File: src/rtl/core/dhfp_pkg.sv
// Package for the decimal header frame parser.
// Holds the phase encoding, the result word layout, sizing constants and
// the decimal accumulate function. No dependencies.
package dhfp_pkg;

   localparam logic [1:0] COMMAND_DIGITS = 2'd2;
   localparam logic [1:0] SENDER_DIGITS  = 2'd2;
   localparam logic [1:0] LENGTH_DIGITS  = 2'd2;

   localparam logic [7:0] ASCII_ZERO = 8'h30;
   localparam logic [7:0] ASCII_NINE = 8'h39;
   localparam logic [7:0] START_CHAR_RESET = 8'h24;
   localparam logic [6:0] ACC_MAX = 7'd127;

   localparam int QUEUE_DEPTH = 4;
   localparam int QUEUE_AW    = $clog2(QUEUE_DEPTH);

   localparam int RSP_DATA_W = 32;

   typedef enum logic [2:0] {
      PH_HUNT,
      PH_CMD,
      PH_SND,
      PH_LEN,
      PH_PAY
   } phase_type;

   typedef struct packed {
      logic [6:0] command;
      logic [6:0] sender;
      logic [6:0] data_len;
      logic [7:0] data_byte;
      logic       has_byte;
      logic       last;
   } result_type;

   typedef struct packed {
      logic       valid;
      result_type data;
   } push_type;

   typedef struct packed {
      logic full;
      logic empty;
   } queue_status_type;

   // acc * 10 + digit, saturated to 7 bits
   function automatic logic [6:0] acc_digit(input logic [6:0] acc, input logic [3:0] d);
      logic [10:0] v;
      v = ({4'b0, acc} * 11'd10) + {7'b0, d};
      return (v > {4'b0, ACC_MAX}) ? ACC_MAX : v[6:0];
   endfunction

endpackage

File: src/rtl/core/dhfp_front.sv
// Front end of the frame parser: accepts words, hunts for the start
// character, decodes the header fields and pushes results to the queue.
// Depends on dhfp_pkg.
module dhfp_front (
   input  logic              clock,
   input  logic              reset,
   input  logic              csr_wr_en,
   input  logic [7:0]        csr_wr_data,
   input  logic              accept,
   input  logic [7:0]        rx_byte,
   output dhfp_pkg::push_type push
);
   import dhfp_pkg::*;

   phase_type  phase_ff, phase_in;
   logic [1:0] digit_count_ff, digit_count_in;
   logic [6:0] command_ff, command_in;
   logic [6:0] sender_ff, sender_in;
   logic [6:0] length_ff, length_in;
   logic [6:0] left_ff, left_in;
   logic [7:0] start_char_ff;

   logic       is_digit;
   logic [3:0] digit;
   logic [6:0] acc_sel;
   logic [6:0] acc_new;
   logic [1:0] need;
   logic [1:0] count_inc;
   logic       field_done;
   logic [6:0] left_dec;

   assign is_digit  = (rx_byte >= ASCII_ZERO) && (rx_byte <= ASCII_NINE);
   assign digit     = 4'(rx_byte - ASCII_ZERO);
   assign count_inc = digit_count_ff + 2'd1;
   assign field_done = (count_inc == need);
   assign left_dec  = left_ff - 7'd1;
   assign acc_new   = acc_digit(acc_sel, digit);

   always_comb begin
      case (phase_ff)
         PH_CMD: begin
            acc_sel = command_ff;
            need    = COMMAND_DIGITS;
         end
         PH_SND: begin
            acc_sel = sender_ff;
            need    = SENDER_DIGITS;
         end
         default: begin
            acc_sel = length_ff;
            need    = LENGTH_DIGITS;
         end
      endcase
   end

   // next phase
   always_comb begin
      phase_in = phase_ff;
      if (accept) begin
         unique case (phase_ff)
            PH_HUNT: if (rx_byte == start_char_ff) phase_in = PH_CMD;
            PH_CMD: begin
               if (!is_digit) phase_in = PH_HUNT;
               else if (field_done) phase_in = PH_SND;
            end
            PH_SND: begin
               if (!is_digit) phase_in = PH_HUNT;
               else if (field_done) phase_in = PH_LEN;
            end
            PH_LEN: begin
               if (!is_digit) phase_in = PH_HUNT;
               else if (field_done) phase_in = (acc_new == 7'd0) ? PH_HUNT : PH_PAY;
            end
            PH_PAY: if (left_dec == 7'd0) phase_in = PH_HUNT;
            default: phase_in = PH_HUNT;
         endcase
      end
   end

   // datapath and result push
   always_comb begin
      digit_count_in = digit_count_ff;
      command_in     = command_ff;
      sender_in      = sender_ff;
      length_in      = length_ff;
      left_in        = left_ff;
      push           = '0;
      push.data.command  = command_ff;
      push.data.sender   = sender_ff;
      push.data.data_len = length_ff;
      if (accept) begin
         unique case (phase_ff)
            PH_HUNT: begin
               if (rx_byte == start_char_ff) begin
                  digit_count_in = 2'd0;
                  command_in     = 7'd0;
                  sender_in      = 7'd0;
                  length_in      = 7'd0;
                  left_in        = 7'd0;
               end
            end
            PH_CMD, PH_SND, PH_LEN: begin
               if (is_digit) begin
                  digit_count_in = field_done ? 2'd0 : count_inc;
                  if (phase_ff == PH_CMD) command_in = acc_new;
                  else if (phase_ff == PH_SND) sender_in = acc_new;
                  else begin
                     length_in = acc_new;
                     if (field_done) begin
                        left_in = acc_new;
                        if (acc_new == 7'd0) begin
                           push.valid         = 1'b1;
                           push.data.data_len = acc_new;
                           push.data.last     = 1'b1;
                        end
                     end
                  end
               end
            end
            PH_PAY: begin
               left_in             = left_dec;
               push.valid          = 1'b1;
               push.data.data_byte = rx_byte;
               push.data.has_byte  = 1'b1;
               push.data.last      = (left_dec == 7'd0);
            end
            default: ;
         endcase
      end
   end

   always_ff @(posedge clock) begin
      if (reset) begin
         phase_ff       <= PH_HUNT;
         digit_count_ff <= 2'd0;
         command_ff     <= 7'd0;
         sender_ff      <= 7'd0;
         length_ff      <= 7'd0;
         left_ff        <= 7'd0;
         start_char_ff  <= START_CHAR_RESET;
      end else begin
         phase_ff       <= phase_in;
         digit_count_ff <= digit_count_in;
         command_ff     <= command_in;
         sender_ff      <= sender_in;
         length_ff      <= length_in;
         left_ff        <= left_in;
         if (csr_wr_en) start_char_ff <= csr_wr_data;
      end
   end

endmodule

File: src/rtl/core/dhfp_queue.sv
// Short result queue between the parser front end and the output stage.
// Depends on dhfp_pkg.
module dhfp_queue (
   input  logic                       clock,
   input  logic                       reset,
   input  dhfp_pkg::push_type         push,
   input  logic                       pop,
   output dhfp_pkg::result_type       head,
   output dhfp_pkg::queue_status_type status
);
   import dhfp_pkg::*;

   result_type            entry_ff [QUEUE_DEPTH];
   logic [QUEUE_AW-1:0]   wr_ptr_ff, wr_ptr_in;
   logic [QUEUE_AW-1:0]   rd_ptr_ff, rd_ptr_in;
   logic [QUEUE_AW:0]     count_ff, count_in;
   logic                  do_push;
   logic                  do_pop;

   assign status.full  = (count_ff == (QUEUE_AW + 1)'(QUEUE_DEPTH));
   assign status.empty = (count_ff == '0);
   assign do_push = push.valid && !status.full;
   assign do_pop  = pop && !status.empty;
   assign head    = entry_ff[rd_ptr_ff];

   always_comb begin
      wr_ptr_in = do_push ? wr_ptr_ff + 1'b1 : wr_ptr_ff;
      rd_ptr_in = do_pop ? rd_ptr_ff + 1'b1 : rd_ptr_ff;
      count_in  = count_ff;
      if (do_push && !do_pop) count_in = count_ff + 1'b1;
      else if (do_pop && !do_push) count_in = count_ff - 1'b1;
   end

   always_ff @(posedge clock) begin
      if (do_push) entry_ff[wr_ptr_ff] <= push.data;
   end

   always_ff @(posedge clock) begin
      if (reset) begin
         wr_ptr_ff <= '0;
         rd_ptr_ff <= '0;
         count_ff  <= '0;
      end else begin
         wr_ptr_ff <= wr_ptr_in;
         rd_ptr_ff <= rd_ptr_in;
         count_ff  <= count_in;
      end
   end

endmodule

File: src/rtl/core/dhfp_back.sv
// Output stage: takes results from the queue into the response register
// and packs them onto the rsp stream. Depends on dhfp_pkg.
module dhfp_back (
   input  logic                              clock,
   input  logic                              reset,
   input  dhfp_pkg::result_type              head,
   input  dhfp_pkg::queue_status_type        status,
   output logic                              pop,
   output logic                              rsp_tvalid,
   input  logic                              rsp_tready,
   output logic [dhfp_pkg::RSP_DATA_W-1:0]   rsp_tdata,
   output logic                              rsp_tuser,
   output logic                              rsp_tlast
);
   import dhfp_pkg::*;

   logic       valid_ff, valid_in;
   result_type word_ff;

   assign pop      = !status.empty && (!valid_ff || rsp_tready);
   assign valid_in = pop || (valid_ff && !rsp_tready);

   always_ff @(posedge clock) begin
      if (reset) valid_ff <= 1'b0;
      else valid_ff <= valid_in;
   end

   always_ff @(posedge clock) begin
      if (pop) word_ff <= head;
   end

   assign rsp_tvalid = valid_ff;
   assign rsp_tdata  = {3'b0, word_ff.data_byte, word_ff.data_len,
                        word_ff.sender, word_ff.command};
   assign rsp_tuser  = word_ff.has_byte;
   assign rsp_tlast  = word_ff.last;

endmodule

File: src/rtl/core/decimal_header_frame_parser.sv
// Decimal header frame parser, top level.
// Uses dhfp_pkg, dhfp_front, dhfp_queue and dhfp_back.
//
// req stream: one received byte per word. The parser hunts for the start
// character (csr register, reset '$'), then reads two-digit ASCII command,
// sender and length fields, then that many payload bytes. A non-digit in a
// header drops the frame.
// rsp stream: one word per payload byte with the decoded header, or one
// header-only word (tuser low) for a zero-length frame; tlast marks the
// final word of a frame.
// csr: csr_wr_en/csr_wr_data write the start character at a clock edge.
// Throughput: one req word per cycle while the queue is not full. Path: a
// result is written into the queue, then into the output register, before
// it appears on rsp.
// Stall: the four-entry queue absorbs results while rsp_tready is low;
// req_tready drops only when the queue is full or while reset is high.
// Reset (synchronous): back to hunting, queue and output emptied, start
// character '$'.
module decimal_header_frame_parser (
   input  logic                            clock,
   input  logic                            reset,
   input  logic                            csr_wr_en,
   input  logic [7:0]                      csr_wr_data,
   input  logic                            req_tvalid,
   output logic                            req_tready,
   input  logic [7:0]                      req_tdata,  // [7:0] rx_byte
   output logic                            rsp_tvalid,
   input  logic                            rsp_tready,
   // [6:0] command, [13:7] sender, [20:14] data_len, [28:21] data_byte
   output logic [dhfp_pkg::RSP_DATA_W-1:0] rsp_tdata,
   output logic                            rsp_tuser,  // [0] has_byte
   output logic                            rsp_tlast
);
   import dhfp_pkg::*;

   push_type         push;
   result_type       head;
   queue_status_type status;
   logic             pop;
   logic             accept;

   assign req_tready = !status.full && !reset;
   assign accept     = req_tvalid && req_tready;

   dhfp_front u_front (
      .clock       (clock),
      .reset       (reset),
      .csr_wr_en   (csr_wr_en),
      .csr_wr_data (csr_wr_data),
      .accept      (accept),
      .rx_byte     (req_tdata),
      .push        (push)
   );

   dhfp_queue u_queue (
      .clock  (clock),
      .reset  (reset),
      .push   (push),
      .pop    (pop),
      .head   (head),
      .status (status)
   );

   dhfp_back u_back (
      .clock      (clock),
      .reset      (reset),
      .head       (head),
      .status     (status),
      .pop        (pop),
      .rsp_tvalid (rsp_tvalid),
      .rsp_tready (rsp_tready),
      .rsp_tdata  (rsp_tdata),
      .rsp_tuser  (rsp_tuser),
      .rsp_tlast  (rsp_tlast)
   );

endmodule
File: config.mk
export PLATFORM = sky130hd
export DESIGN_NAME = decimal_header_frame_parser
export DESIGN_NICKNAME = d
export VERILOG_FILES = /design/src/rtl/core/dhfp_pkg.sv /design/src/rtl/core/dhfp_front.sv /design/src/rtl/core/dhfp_queue.sv /design/src/rtl/core/dhfp_back.sv /design/src/rtl/core/decimal_header_frame_parser.sv
export SDC_FILE = /design/constraint.sdc
export NUM_CORES = 1
export LEC_CHECK = 0
export BUFFER_PORTS_ARGS = -buffer_cell sky130_fd_sc_hd__clkbuf_2
export CORE_MARGIN = 5
export CORE_UTILIZATION = 60
export DETAILED_ROUTE_END_ITERATION = 8
export GPL_TIMING_DRIVEN = 0
export HOLD_SLACK_MARGIN = 0.08
export PLACE_DENSITY = 0.79
export SYNTH_ARGS = -nofsm -noshare
export SYNTH_HDL_FRONTEND = slang
export SYNTH_SLANG_ARGS = --single-unit
File: constraint.sdc
create_clock -name clock -period 13.5 [get_ports clock]
set_input_delay 1.35 -clock clock [delete_from_list [all_inputs] [get_ports clock]]
set_output_delay 1.35 -clock clock [all_outputs]
set_load 0.01 [all_outputs]
**Word level (Yosys, flattened, before mapping)**

Memory sizes are Yosys's and may differ from the RTL's. A register that Yosys moved wholly into a read port is not among the register bits.
Cells that the tools add are included.
Widths: inputs -> output; s select.

- Add/sub/neg operators: 8
- $mul: 1
- $lt $le $gt $ge: 3
- Eq/ne operators: 18
- Muxes and demuxes: 53
- Reduce and logical (&&, ||, !) cells: 32

Operators by type and width:

| cell | number |
|---|---|
| $mux 7 | 20 |
| $pmux 7 s2 | 4 |
| $mux 3 | 11 |
| $pmux 7 s3 | 1 |
| $reduce_and 6->1 | 3 |
| $mux 17 | 1 |
| $pmux 3 s5 | 1 |
| $logic_not 7->1 | 2 |
| $ne 2x1->1 const B | 6 |
| $add 11x4->11 | 1 |
| $gt 11x7->1 const B | 1 |
| $mul 7x3->10 const B | 1 |
| $logic_and 1x1->1 | 9 |
| $mux 9 | 1 |
| $ne 3x3->1 const B | 3 |
| $eq 8x8->1 | 1 |
| $ge 8x6->1 const B | 1 |
| $le 8x6->1 const B | 1 |
| $mux 1 | 8 |
| $logic_not 1->1 | 7 |
| $reduce_and 7->1 | 1 |
| $sub 7x1->7 const B | 1 |
| $add 2x1->2 const B | 3 |
| $eq 3x2->1 const B | 2 |
| 17 further kinds | 25 |

- Flip-flop bits (word level): 49
- Bits in writable memories: 124
- Input port bits: 21
- Memories kept: 1

Memory list:

| memory | words | width | rd ports | clocked after Yosys merged registers in | write ports | RTL line | text |
|---|---|---|---|---|---|---|---|
| u_queue.entry_ff | 4 | 31 | 1 | 1 | 1 | dhfp_queue.sv:13 | `result_type entry_ff [QUEUE_DEPTH];` |

**Depth between registers and ports, before layout**

- Word-level depth: 19
- Gate-level depth with buffers: 22

**Cells and area by module**

From an unflattened synthesis, not the netlist that was laid out.

- Cells, all modules: 573
- Area total of the unflattened synthesis: 8,659.6 um^2

By module, submodules not included:

| module | instances | cells an instance | area each (um^2) | sequential area each (um^2) |
|---|---|---|---|---|
| dhfp_queue | 1 | 209 | 4,944.7 | 3,903.7 |
| dhfp_front | 1 | 323 | 2,685.1 | 820.8 |
| dhfp_back | 1 | 39 | 1,013.5 | 950.9 |
| decimal_header_frame_parser | 1 | 2 | 16.3 | 0.0 |

**Worst setup path before layout**

OpenSTA, ideal clock, no wires.

- Path type: register -> register
- Start point: reg u_front.phase_ff[0]
- End point: reg u_queue.count_ff[2]
- Library setup time: 0.070 ns
- Data arrival time: 5.186 ns
- Setup slack: 8.243 ns
- Stages on the path, launching flop included: 23
- Path buffers: 3
- Path through: dfxtp_1 -> clkbuf_1 -> nor2_1 -> nor2_1 -> clkbuf_1 -> o22ai_1 -> a21oi_1 -> ha_1 -> ha_1 -> fa_1 -> nand2_1 -> or4_1 -> a211o_1 -> a21o_1 -> nor3_2 -> buf_2 -> or2_2 -> ha_1 -> inv_1 -> fa_1 -> xor2_1 -> or3_1 -> a21oi_1

- Cells in the longest elaborated chain, start to end: 18
- Elaborated cells on any way between the ends: 24
- Classes of those cells: 1 x add/sub; 1 x mul; 1 x order compare; 4 x eq/ne; 10 x mux; 7 x reduce/logical

Ends and longest elaborated chain:

| item | RTL line | text |
|---|---|---|
| start, declared | dhfp_front.sv:15 | `phase_type phase_ff, phase_in;` |
| start signal, assigned | dhfp_front.sv:142 | `phase_ff <= phase_in;` |
| $eq 3x2->1 / $eq 3x1->1 (equally long branches) | - |  |
| $pmux 7 s2 | dhfp_front.sv:40 | `case (phase_ff)` |
| $mul 7x3->10 | dhfp_pkg.sv:50 | `v = ({4'b0, acc} * 11'd10) + {7'b0, d};` |
| $add 11x4->11 | dhfp_pkg.sv:50 |  |
| $gt 11x7->1 | dhfp_pkg.sv:51 | `return (v > {4'b0, ACC_MAX}) ? ACC_MAX : v[6:0];` |
| $mux 7 | dhfp_pkg.sv:51 |  |
| $logic_not 7->1 | dhfp_front.sv:111 | `if (acc_new == 7'd0) begin` |
| $mux 1 | dhfp_front.sv:111 |  |
| (+3 left out) | - |  |
| $mux 1 | dhfp_front.sv:103 | `if (is_digit) begin` |
| $pmux 1 s2 (*) | dhfp_front.sv:92 | `unique case (phase_ff)` |
| $mux 1 (*) | dhfp_front.sv:91 | `if (accept) begin` |
| $logic_and 1x1->1 (*) | dhfp_queue.sv:22 | `assign do_push = push.valid && !status.full;` |
| via u_queue.do_push | dhfp_queue.sv:17 | `logic do_push;` |
| $logic_not 1->1 | dhfp_queue.sv:31 | `else if (do_pop && !do_push) count_in = count_ff - 1'b1;` |
| $logic_and 1x1->1 | dhfp_queue.sv:31 |  |
| $reduce_bool 2->1 (no source line) | - |  |
| end signal, assigned | dhfp_queue.sv:46 | `count_ff <= count_in;` |
| end, declared | dhfp_queue.sv:16 | `logic [QUEUE_AW:0] count_ff, count_in;` |

Mark *: on every way through the listed nets, which the timed path passes. The rest lies on a longest branch.
A chain may end at the register's enable or synchronous reset.

**Worst setup path in the final report**

Same ends and word-level chain as after synthesis.

==> summary.md <==
| Metric | Value |
|---|---|
| Crit Path Category | `flop to flop` |
| Site Rows | `43` |
| Total power | `between 1 and 1.5 mW` |
| Initial Util | `0.617` |
| Fmax | `approximately 160 MHz` |
| Gate Count Post-Synth | `a little under 600` |
| Maximum fanout along the worst path | `10` |
| Initial antenna violation count | `0` |
| Clock Path Buffers | `3` |
| Combinational Power Share | `0.131` |
| Setup crit end kind | `flop` |
| Die ar. | `approximately 17000 um2` |
| Crit path DAT | `roughly 6.8 ns` |
| Flop2flop setup slack | `approximately 7.1 ns` |
| Worst path required time | `around 14 ns` |
| FF-to-FF Start | `u_front.phase_ff[0]$_SDFFE_PP0P_` |
| Sink Count | `a little over 200` |
| Max-Cap Viols | `0` |
| Post-DP HPWL | `around 12000 um` |
| Clock slew at reported path FFs | `0.06 ns` |
| Detailed-route DRC error count | `0` |
| WHS | `0.494 ns` |
| Sw frac | `0.235` |
| Drt pass-1 iters | `5` |
| Die W | `130 um` |
| CP most frequent cell | `ha_1` |
| Clock root cell | `clkbuf_16` |
| Crit path max-delay cell type | `fa_1` |
| Area grow syn2layout | `14.1%` |
| Post-synth top flop | `edfxtp_1` |
| Core area | `14000 um2` |
| Synth async-reset ratio | `0` |
| Number of synthesized flops with an enable pin | `approximately 160` |
| P per Cell Area | `~150 nW/um2` |
| Avg WL per Cell | `around 21 um` |
| Sequential area share after synthesis | `0.653` |
| Crit Reg-Reg Endpoint | `u_queue.count_ff[2]$_SDFFE_PP0P_` |
| Vias per cell | `around 6.2` |
| Final setup vio count | `0` |
| Worst min path class | `flop to flop` |
| DR vias | `roughly 5300` |
| Synthesized flop and latch total | `204` |
| CTS tree | `yes` |
| Hold_sp | `u_front.digit_count_ff[1]$_SDFFE_PP0P_` |
| Hold_buf cts | `0` |
| Commonest non-fill, non-tap cell in the layout | `edfxtp_1` |
| Post-CTS Setup Bufs | `0` |
| Largest net degree at the start of global routing | `32` |
| Routed Antenna Nets | `0` |
| Critical path launch point type | `flop` |
| Skew final | `around 0.02 ns` |
| Reg2reg path depth | `22` |
| Latest clock arrival within the worst-skew pair | `0.50 ns` |
| Max VDD drop | `~100 uV` |
| Grt ovf | `0` |
| Yosys Warn Count | `0` |
| Critical-path cell list | `clkbuf_1 > nor2_1 > nor2_1 > clkbuf_1 > o22ai_1 > a21oi_1 > ha_1 > ha_1 > fa_1 > nand2_1 > or4_1 > a211o_1 > a21o_1 > nor3_2 > buf_2 > or2_2 > ha_1 > inv_1 > fa_1 > xor2_1 > or3_1 > a21oi_1` |
| Layout cells sized above 1 | `0.193` |
| Tcrit/Tclk final | `0.472` |
| Pint | `approximately 1.1 mW` |
| Vias in the first global route | `about 5500` |
| Status | `finished, final reports clean` |
| Total CTS buffers | `21` |
| Die Ht | `130 um` |
| Final worst path period need | `between 6 and 7 ns` |
| Clock power share | `0.382` |
| Hold Path Stages | `1` |
| Synth cell types | `a little under 60` |
| Final Hold Fails | `0` |
| Worst stage delay on the critical path | `0.61 ns` |
| IO Pins | `57` |
| Rel. slew slack | `0.398` |
| Fin Setup TNS | `0 ns` |
| Layout Nets | `~710` |
| Layout Utilization | `0.704` |
| Cts repair resizes | `0` |
| Max-slew violation count | `0` |
| RSZ-0062 raised after global routing | `false` |
| Final WL | `roughly 18000 um` |
| Commonest non-fill, non-tap cells in the layout | `edfxtp_1 (155), clkbuf_2 (51), dfxtp_1 (49), nor2_1 (32), mux4_2 (31)` |
| Synthesized area | `around 8600 um2` |
| H-tree levels | `1` |
| Worst-Margin Slew | `0.894 ns` |
| Iteration-0 DRC Markers | `approximately 640` |
| First-pass GRT wire length | `~29000 um` |
| Ant diodes | `0` |
| Leak pwr | `around 3.2 nW` |
| GRT Util Overall | `0.224` |
| Sequential Power Share | `0.487` |
| Sw power | `0.351 mW` |
| Average cell area after synthesis | `between 10 and 15 um2` |
| Global placement routability congestion | `roughly 1.0` |
| IO Port Bufs | `slightly above 50` |
| Hold Path Sink | `u_front.digit_count_ff[1]$_SDFFE_PP0P_` |
==> how the worst max path moves through the flow <==
stage / from / to / slack, ns / depth (start not counted)
3_5_place_dp: u_front.phase_ff[0]$_SDFFE_PP0P_ / u_queue.count_ff[2]$_SDFFE_PP0P_ / 7.23 / 22
2_1_floorplan: u_front.phase_ff[0]$_SDFFE_PP0P_ / u_queue.count_ff[2]$_SDFFE_PP0P_ / 8.24 / 22
4_1_cts: u_front.phase_ff[0]$_SDFFE_PP0P_ / u_queue.count_ff[2]$_SDFFE_PP0P_ / 7.20 / 22
6_report: u_front.phase_ff[0]$_SDFFE_PP0P_ / u_queue.count_ff[2]$_SDFFE_PP0P_ / 7.12 / 22
5_1_grt: u_front.phase_ff[0]$_SDFFE_PP0P_ / u_queue.count_ff[2]$_SDFFE_PP0P_ / 6.77 / 22
3_3_place_gp: u_front.phase_ff[0]$_SDFFE_PP0P_ / u_queue.entry_ff[0][14]$_DFFE_PP_ / 7.19 / 16
==> power by group through the flow <==
stage          clock, mW  sequential, mW  combinational (mW)
6_report           0.571           0.728               0.196
3_5_place_dp           0           0.742               0.200
4_1_cts            0.578           0.729               0.204
5_1_grt            0.605           0.731               0.216
3_3_place_gp           0           0.744               0.183
2_1_floorplan          0           0.754               0.117
==> metrics by stage <==
step           cell area (um2)  setup WS (ns)  cells
6_report                  9850           7.12    858
5_1_grt                   9850           6.77    858
4_1_cts                   9850           7.20    858
3_5_place_dp              9160           7.23    820
3_3_place_gp              9120           7.19    819
2_1_floorplan             8640           8.24    588
==> state kept, by name (all words and copies together) (netlist names), 3 cells and up <==
name,count
u_front.start_char_ff,8
u_front.command_ff,7
u_front.sender_ff,7
u_front.phase_ff,3
u_queue.entry_ff,124
u_front.length_ff,7
u_queue.count_ff,3
u_front.left_ff,7
u_back.rsp_tdata,29
==> cell type report <==
type                    instances  area, um2
flip-flops and latches        204       5640
fillers                       920       4140
multi-input cells             337       2830
clock buffers                  31        603
repair buffers                 52        275
well taps                     180        225
plain buffers                  30        128
clock inverters                 7       86.3
inverters                      17       63.8
==> logic make-up after synthesis <==
family,share of synthesized area
buffers and inverters,0.0222
flip-flops,0.653
multiplexers,0.109
other,0.000434
AO/OA/AOI/OAI,0.0796
XOR/XNOR,0.0183
adder cells (fa/ha/maj),0.0359
AND/OR/NAND/NOR,0.0822
==> critical path, delay by kind of cell (launching register included) <==
kind,cells,cell delay [ns]
buffers and inverters,4,1.05
AO/OA/AOI/OAI,5,1.18
XOR/XNOR,1,0.18
AND/OR/NAND/NOR,7,1.90
adder cells (fa/ha/maj),5,1.70
flip-flops,1,0.30
==> cell usage after synthesis (all sizes together) (13+ instances only) <==
| cell type | number | share of area |
|---|---|---|
| inv | 16 | 0.0070 |
| xor2 | 13 | 0.013 |
| a21oi | 16 | 0.0093 |
| buf | 13 | 0.0074 |
| o21ai | 27 | 0.016 |
| nand3 | 15 | 0.0087 |
| mux4 | 31 | 0.081 |
| dfxtp | 49 | 0.11 |
| clkbuf | 17 | 0.0074 |
| nand2 | 30 | 0.013 |
| nor2 | 32 | 0.014 |
| mux2i | 24 | 0.028 |
| edfxtp | 155 | 0.54 |
| ha | 20 | 0.029 |
==> per-layer routing <==
metal  track usage  wire [um]  up-vias
met5             0          0        -
met4        0.0715        361        0
met3        0.0315       1310       31
met2         0.373       8850      216
met1         0.311       7690     2661
li1              -          -     2432
No activity file was read; power rests on OpenSTA's default activity.
